File: config.mk
export PLATFORM = sky130hd
export DESIGN_NAME = tbc_ram
export DESIGN_NICKNAME = d
export VERILOG_FILES = /design/src/rtl/core/tbc_ram.sv
export SDC_FILE = /design/constraint.sdc
export NUM_CORES = 1
export LEC_CHECK = 0
export BUFFER_PORTS_ARGS = -buffer_cell sky130_fd_sc_hd__buf_2
export CAP_MARGIN = 5
export CORE_MARGIN = 5
export CORE_UTILIZATION = 38
export CTS_BUF_LIST = sky130_fd_sc_hd__clkbuf_8
export DETAILED_ROUTE_END_ITERATION = 6
export PLACE_DENSITY = 0.74
export SLEW_MARGIN = 20
export SYNTH_ARGS = -nofsm -noshare
export SYNTH_HDL_FRONTEND = slang
export SYNTH_SLANG_ARGS = --single-unit
File: constraint.sdc
create_clock -name clk -period 1.1 [get_ports clk]
set_clock_uncertainty 0.15 [all_clocks]
set_input_delay 0.22 -clock clk [delete_from_list [all_inputs] [get_ports clk]]
set_output_delay 0.22 -clock clk [all_outputs]
set_load 0.005 [all_outputs]
File: src/rtl/core/tbc_ram.sv
`timescale 1ns / 1ps
// ---------------------------------------------------------------------------
// tbc_ram
// Simple dual-port RAM, one write and one registered read port.
// ---------------------------------------------------------------------------
module tbc_ram #(
	parameter int WIDTH = 8,
	parameter int DEPTH = 2
) (
	input  logic                     clk,
	input  logic                     we,
	input  logic [$clog2(DEPTH)-1:0] waddr,
	input  logic [WIDTH-1:0]         wdata,
	input  logic                     re,
	input  logic [$clog2(DEPTH)-1:0] raddr,
	output logic [WIDTH-1:0]         rdata
);

	logic [WIDTH-1:0] mem [DEPTH];

	always_ff @(posedge clk) begin
		if (we) begin
			mem[waddr] <= wdata;
		end
		if (re) begin
			rdata <= mem[raddr];
		end
	end

endmodule

==> run_results.csv <==
group,metric,value,unit
floorplan,num_rows,17,
finish,mostFrequentLayoutCells,"edfxtp_1 (24), buf_2 (20), mux2_4 (8), dlygate4sd3_1 (8), clkbuf_8 (3)",
timing,finalMaxSlewViolations,0,
timing,hold_ws,0.146,ns
timing,setup_viol_count_final,8,
grt,gr-total-overflow,0,
critical_path,critical_path_arrival,0.77,ns
finish,n_antenna_cell,0,
critical_path,reg2reg_from,"mem[0][6]",
clock_network,numCtsBuffers,3,
synth,yosysSeqAreaShare,0.834,
floorplan,die_h,57.7,um
grt,grt_pass1_wl,1790,um
critical_path,r2r_cells,1,
finish,syn_to_final_growth,33.7,%
run_status,violations,"negative setup slack",
power,vdd_drop_max,0.647,mV
critical_path,crit_path_end_kind,"output pin",
route,via_per_inst,4.42,
floorplan,die_w,57.7,um
critical_path,critical_path.top_delay_family,"flip-flops",
route,vias,424,
clock_network,clockBufferDepth,2,
run_status,status,"finished with violations",
critical_path,cp_num_buf_inv,1,
floorplan,placeableCoreArea,2190,sq um
critical_path,cp.required,0.73,ns
finish,fin_cells,96,
place,dp_cells,84,
timing,fmaxAchievable,0.877,GHz
synth,synth_area,865,sq um
critical_path,crit_cells,1,
route,drc,0,
floorplan,dieArea,3330,sq um
route,ant_nets,0,
timing,slew_headroom,0.837,
clock_network,clk_pin_slew,0.07,ns
finish,num-nets-final,82,
timing,min_period,1.14,ns
timing,hold_viol_final,0,
grt,grt_pass1_vias,428,
grt,antenna_found_initial,0,
route,wl,1100,um
clock_network,cts_tree,"yes",
place,pre_cts_slack,-0.0953,ns
synth,syn_avg_cell_area,24.7,sq um
critical_path,rrSetupSlack,0.06,ns
min_path,hp-class,"input port to flip-flop",
critical_path,critical_path_class,"flip-flop to output pin",
clock_network,clockRootBuffer,"clkbuf_8",
synth,syn-instance-count,35,
clock_network,clock_latency,0.26,ns
route,drtIter0Drc,10,
clock_network,cts.sinks,24,
critical_path,critical_path.cell_chain,"buf_2",
clock_network,cts_setup_buffers,0,
critical_path,startpoint,"rdata[3]",
floorplan,initial_utilization,0.395,
route,drt-wirelength-per-cell,11.5,um
flow_run,maxCapViolations,0,
timing,tightest_slew,0.244,ns
finish,layout-drive-gt1-share,0.500,
place,gp_routability_congestion,0.622,
timing,grt_setup_unrepaired,"true",
clock_network,h-tree-depth,1,
critical_path,path_max_fanout,1,
grt,grt.total_usage,0.0774,
critical_path,cp-start-kind,"flip-flop",
critical_path,regToRegEndpoint,"rdata[6]",
critical_path,cp_slowest_cell,"edfxtp_1",
synth,synth_nets,48,
timing,finalCritPeriodShare,1.04,
synth,yosys_warnings,0,
synth,synth_cell_type_count,5,
power,power_leakage,0.453,nW
floorplan,io_pins,21,
route,dr.pass1.iters,4,
power,powerDensity,1510,nW/um^2
timing,final.setup.tns,-0.160,ns
critical_path,crit_end,"rdata[3]",
min_path,min-delay-start,"re",
place,io_buffers,20,
synth,synth-seq-cells,24,
grt,grt_max_degree,14,
finish,final_common_cell,"edfxtp_1",
timing,postLayoutSetupSlackWorst,-0.0399,ns
critical_path,cpPeakStageDelay,0.37,ns
-- layer usage --
metal | part of all wire | routed length [um] | global-route usage
met1 | 0.37 | 413 | 0.0744
met2 | 0.47 | 516 | 0.119
met4 | 0.053 | 58 | 0.0993
met5 | 0 | 0 | 0
met3 | 0.10 | 115 | 0.0200
-- worst min path at each step --
stage | end | cells past startpoint
3_3_place_gp | mem[0][7] | 1
2_1_floorplan | mem[0][0] | 0
3_5_place_dp | mem[0][4] | 1
4_1_cts | rdata[5] | 1
5_1_grt | rdata[7] | 1
6_report | rdata[5] | 1
-- cell usage after synthesis --
cell type,instances,area [sq um]
and2_1,1,6.26
buf_6,1,11.3
edfxtp_1,24,721
mux2_4,8,120
nor2b_1,1,6.26
-- what timing repair did --
item	CTS	global route
gates resized for setup	0	0
hold buffers	8	0
hold endpoints to repair	16	0
endpoints found under the setup margin	8	8
cloned	0	0
-- power by group --
| group | internal (mW) | switching, mW | leakage (nW) | total [mW] |
|---|---|---|---|---|
| clock network | 0.249 | 0.249 | 0.0231 | 0.498 |
| registers | 1.08 | 0.0144 | 0.228 | 1.09 |
| logic | 0.102 | 0.0533 | 0.201 | 0.155 |
| total | 1.43 | 0.317 | 0.453 | 1.75 |
-- area by class of cell --
cell class	instances	area [sq um]
Clock buffer	3	41.3
Tap cell	28	35.0
Fill cell	174	1030
Sequential cell	24	721
Clock inverter	1	3.75
Timing Repair Buffer	30	220
Multi-Input combinational cell	10	135
-- state kept, by name, summed over array words and instances (netlist names) --
signal	count
mem	16
rdata	8
-- metrics by stage --
stage          total power [mW]  utilization  instance area [sq um]
2_1_floorplan              1.18            -                    867
3_3_place_gp               1.25        0.471                   1030
3_5_place_dp               1.25        0.471                   1030
4_1_cts                    1.77        0.528                   1160
5_1_grt                    1.82        0.528                   1160
6_report                   1.75        0.528                   1160
-- kinds of logic (layout without fill, tap and decap cells) --
kind of cell	Yosys count	in the layout	synth area share
flops	24	24	0.834
mux	8	8	0.139
simple gates	2	2	0.0145
buf+inv	1	34	0.0130
Note: power is estimated with default switching activity, not from simulation.
