## src/rtl/core/tbc_pkg.sv

```systemverilog
`timescale 1ns / 1ps
// ---------------------------------------------------------------------------
// tbc_pkg
// Shared types, register codes and box merge helpers.
// ---------------------------------------------------------------------------
package tbc_pkg;

	localparam int COORD_W = 32;
	localparam int LIMIT_W = 31;
	localparam int CNT_W   = 16;
	localparam int BOX_W   = 6 * COORD_W;
	localparam int ENT_W   = BOX_W + CNT_W;

	localparam logic [LIMIT_W-1:0] CLUSTER_LIMIT_RST = 31'd5120000;
	localparam logic [LIMIT_W-1:0] SUB_LIMIT_RST     = 31'd128000;

	typedef enum logic [0:0] {
		REG_CLUSTER_LIMIT = 1'b0,
		REG_SUB_LIMIT     = 1'b1
	} reg_idx_t;

	typedef enum logic [2:0] {
		S_IDLE,
		S_CSRCH,
		S_CPOST,
		S_SSRCH,
		S_OUT
	} state_t;

	typedef struct packed {
		logic [2:0][COORD_W-1:0] hi;
		logic [2:0][COORD_W-1:0] lo;
	} box_t;

	typedef struct packed {
		logic fits;
		box_t box;
	} merge_t;

	typedef struct packed {
		logic in_use;
		logic open;
		logic clr;
		logic sub_inc;
	} cell_ctrl_t;

	function automatic logic [CNT_W-1:0] bump(input logic [CNT_W-1:0] c);
		bump = (c == {CNT_W{1'b1}}) ? c : c + 1'b1;
	endfunction

	// merged box of entry and face; fits when every extent is within limit
	function automatic merge_t merge_box(input box_t ent, input box_t fb,
			input logic [LIMIT_W-1:0] limit);
		merge_t m;
		logic [COORD_W:0] ext;
		m.fits = 1'b1;
		for (int a = 0; a < 3; a++) begin
			m.box.lo[a] = ($signed(ent.lo[a]) < $signed(fb.lo[a])) ? ent.lo[a] : fb.lo[a];
			m.box.hi[a] = ($signed(ent.hi[a]) > $signed(fb.hi[a])) ? ent.hi[a] : fb.hi[a];
			ext = {m.box.hi[a][COORD_W-1], m.box.hi[a]} - {m.box.lo[a][COORD_W-1], m.box.lo[a]};
			if (ext > {2'b00, limit}) begin
				m.fits = 1'b0;
			end
		end
		return m;
	endfunction

endpackage

```

## src/rtl/core/tbc_cell.sv

```systemverilog
`timescale 1ns / 1ps
// ---------------------------------------------------------------------------
// tbc_cell
// One cluster slot: box, face count, subcluster fill; tests the passing token.
// ---------------------------------------------------------------------------
module tbc_cell #(
	parameter int SNW = 5
) (
	input  logic                          clk,
	input  logic                          arst_n,
	input  logic                          tok_in,
	output logic                          tok_out,
	input  tbc_pkg::cell_ctrl_t           ctrl,
	input  tbc_pkg::box_t                 fbox,
	input  logic [tbc_pkg::LIMIT_W-1:0]   limit,
	output logic                          hit,
	output logic [tbc_pkg::CNT_W-1:0]     count,
	output logic [SNW-1:0]                sub_used
);

	tbc_pkg::box_t                 box_q;
	logic [tbc_pkg::CNT_W-1:0]     count_q;
	logic [SNW-1:0]                sub_used_q;
	logic                          tok_q;
	tbc_pkg::merge_t               m;

	assign m       = tbc_pkg::merge_box(box_q, fbox, limit);
	assign hit     = tok_in & ctrl.in_use & m.fits;
	assign tok_out = tok_q;
	assign count   = count_q;
	assign sub_used = sub_used_q;

	always_ff @(posedge clk or negedge arst_n) begin
		if (!arst_n) begin
			tok_q      <= 1'b0;
			sub_used_q <= '0;
		end else begin
			tok_q <= tok_in & ~hit;
			if (ctrl.clr || ctrl.open) begin
				sub_used_q <= '0;
			end else if (ctrl.sub_inc) begin
				sub_used_q <= sub_used_q + 1'b1;
			end
		end
	end

	always_ff @(posedge clk) begin
		if (ctrl.open) begin
			box_q   <= fbox;
			count_q <= tbc_pkg::CNT_W'(1);
		end else if (hit) begin
			box_q   <= m.box;
			count_q <= tbc_pkg::bump(count_q);
		end
	end

endmodule

```

## config.mk

```make
export PLATFORM = sky130hd
export DESIGN_NAME = tbc_cell
export DESIGN_NICKNAME = d
export VERILOG_FILES = /design/src/rtl/core/tbc_pkg.sv /design/src/rtl/core/tbc_cell.sv
export SDC_FILE = /design/constraint.sdc
export NUM_CORES = 1
export LEC_CHECK = 0
export ABC_CLOCK_PERIOD_IN_PS = 12500
export BUFFER_PORTS_ARGS = -buffer_cell sky130_fd_sc_hd__buf_2
export CELL_PAD_IN_SITES_DETAIL_PLACEMENT = 0
export CELL_PAD_IN_SITES_GLOBAL_PLACEMENT = 1
export CORE_ASPECT_RATIO = 1.1
export CORE_MARGIN = 5
export CORE_UTILIZATION = 40
export DETAILED_ROUTE_END_ITERATION = 7
export GPL_TIMING_DRIVEN = 0
export PLACE_DENSITY = 0.72
export RECOVER_POWER = 100
export SLEW_MARGIN = 20
export SYNTH_ARGS = -nofsm -noshare
export SYNTH_HDL_FRONTEND = slang
export SYNTH_SLANG_ARGS = --single-unit
```

## constraint.sdc

```tcl
create_clock -name clk -period 12.5 [get_ports clk]
set_input_delay 2.5 -clock clk [delete_from_list [all_inputs] [get_ports clk]]
set_output_delay 2.5 -clock clk [all_outputs]
set_load 0.02 [all_outputs]
```

==> results.md <==
* Nets at approximately 3500
* Least-Margin Pin Slew at 1.145 ns
* Rel. slew slack at 0.2366
* Grt ovf at 0
* Max incr delay on CP at roughly 0.46 ns
* TNS Setup at 0 ns
* Initial Util at 0.4043
* Post-synth ARST share at 0.02804
* R2R depth at 40
* Synthesized cell area at 0.02274 mm²
* Syn-to-layout area delta at 21.77%
* Mean post-synth cell area at ~8.8 µm²
* DIE HEIGHT at 260.1 µm
* Hold path depth at 2
* Worst path slowest cell: o41ai_4
* Boundary Pins at 253
* Vias in the first global route at 20400
* WS Path Type: in2out
* CTS H-tree depth at 1
* Place WS at -1.863 ns
* Max-cap viol count at 0
* CTS tree: done
* Commonest non-fill, non-tap cell in the layout: ha_1
* Critical path endpoint category: output pin
* Synth Flop Type: edfxtp_1
* Seq cells post-synth at 214
* First-pass GRT wire length at 112900 µm
* Worst flop-to-flop path endpoint: box_q[85]
* Final Hold Vio Count at 0
* Worst setup path start: fbox[66]
* Antenna violations before repair at 4
* Reg2reg setup slack at 2.67 ns
* DR pass1 iterations at 5
* Period utilization at 0.9859
* Number of port buffers at between 200 and 300
* Ratio of cells with drive above 1 in the final layout at 0.1995
* Number of remaining DRC errors at 0
* GPL Wtd Cong at between 0.9 and 1
* WL final at 74980 µm
* Via density at 5.570
* Reg2Reg Launch Point: box_q[191]
* Register area share after synthesis at 0.2742
* Clk sink count at 214
* Clk slew on worst S/H paths at 0.05 ns
* Peak VDD IR at 113.0 µV
* Post-DP HPWL at 60310 µm
* CP required at 10.00 ns
* Clock skew at roughly 0.024 ns
* Syn_nets at 3201
* Total power at 0.004647 W
* Status: finished, final reports clean
* Fmax at 0.08115 GHz
* # setup viols final at 0
* Cell area power density at 167.8 mW/mm²
* Detail Route Antenna Nets at 0
* Worst Hold Launch: count[10]
* Core Footprint at 0.05625 mm²
* Worst setup path endpoint: hit
* Hold Buf Count CTS at 0
* Synthesis warning total at 0
* Root Buffer: clkbuf_16
* DIE AREA at about 0.062 mm²
* Final instance area at 0.02769 mm²
* Post-synthesis cell type count at 80
* Commonest non-fill, non-tap cells in the layout: ha_1 (342), inv_1 (258), buf_2 (230), a21oi_1 (229), nand2_1 (208)
* First DRT Iteration DRCs at around 1200
* Leakage power at about 13 nW
* Total track usage at 0.2281
* Crit path time final at ~12 ns
* Post-synthesis cell count at around 2600
* Vias at 20660
* Row cnt at 91
* CP Max Fanout at 7
* Final Max Tran Viols at 0
* Wire per inst at 20.22 µm
* Die X at between 200 and 250 µm
* Hold Crit Class: reg2reg
* Crit path top cell by count: a21o_1
* Maximum clock path buffer count at 3
* DP Area at 0.02510 mm²
* TritonCTS Buffers at 29
* Critical path data arrival time at 9.82 ns
* Crit start category: primary input
* Largest net degree at the start of global routing at 29
* Post-synth EDFFs at 192
* Clk_lat worst skew at 0.59 ns
* Setup WS post-layout at about 0.18 ns
[stage by stage]
stage	instances	hold slack, ns	utilization
after floorplan	2595	0.5437	-
after global placement	3590	0.4775	0.4432
after detailed placement	3597	0.4841	0.4462
after CTS	3671	0.4985	0.4748
after global routing	3708	0.5256	0.4923
final	3709	0.5019	0.4923
[cell families (layout without fill, tap and decap cells)]
family	count (synthesis)	count (layout)	synth area share
muxes	215	215	0.09750
buffers and inverters	343	711	0.05844
and+or+nand+nor	636	636	0.1340
AOI/OAI and AO/OA	713	713	0.1895
DFF	214	214	0.2742
adders and majority gates	381	381	0.2101
other	0	2	0
xor gates and xnor gates	93	93	0.03615
[report_power, final]
| part | internal [W] | total [W] | switching, W | leakage, nW |
|---|---|---|---|---|
| clock network | 0.000515 | 0.000874 | 0.000359 | 0.474 |
| registers | 0.000886 | 0.000939 | 0.0000535 | 2.09 |
| logic | 0.00124 | 0.00283 | 0.00159 | 10.4 |
| total | 0.00264 | 0.00465 | 0.00201 | 13.0 |
[sequential cells by signal, indices dropped and copies added, names as in the netlist, named ones only]
register,flops
tok_out,1
box_q,188
count,16
sub_used,5
[worst max-delay path: cells and delay by family]
family / cells / cell delay, ns
multiplexers: 1 / 0.18
adder cells (fa/ha/maj): 4 / 1.13
AO/OA/AOI/OAI: 21 / 4.44
buffers and inverters: 8 / 0.85
XOR/XNOR: 1 / 0.25
AND/OR/NAND/NOR: 5 / 0.48
[worst min path at each step]
stage	end	slack, ns
3_5_place_dp	count[10]	0.48
6_report	count[10]	0.50
2_1_floorplan	box_q[101]	0.54
5_1_grt	count[10]	0.53
3_3_place_gp	count[10]	0.48
4_1_cts	count[10]	0.50
[what timing repair did]
action	in CTS	in global routing
resized for setup	131	166
setup buffers	21	38
endpoints found under the setup margin	189	1
pin swaps	28	87
[metal layers]
metal / vias to the layer above / share of wire / GRT usage
li1: 10200 / - / -
met1: 9810 / 0.45 / 0.3077
met2: 532 / 0.46 / 0.3859
met3: 114 / 0.054 / 0.02938
met4: 4 / 0.032 / 0.06318
met5: - / 0.00031 / 0
[cell usage after synthesis, drive strengths merged, types with 27 or more instances]
cell type,number,area (µm²)
mux2i,163,1632
nand3,53,265.3
nand2,210,788.3
a21oi,250,1251
nor2b,37,231.5
nor2,154,578.1
edfxtp,192,5766
a21o,100,750.7
nand4,59,369.1
mux2,52,585.6
xor2,27,236.5
o21ai,207,1036
xnor2,66,585.6
clkbuf,58,221.5
inv,267,1002
ha,373,4667
[cell type report]
cell class | instances | area, µm²
Fill cell | 5432 | 28560
Multi-Input combinational cell | 2038 | 16240
Sequential cell | 214 | 6236
Timing Repair Buffer | 317 | 1847
Inverter | 267 | 1006
Tap cell | 744 | 930.9
Clock buffer | 39 | 813.3
Buffer | 73 | 465.4
Clock inverter | 15 | 151.4
Antenna cell | 2 | 5.005
Note: power is estimated with default switching activity, not from simulation.
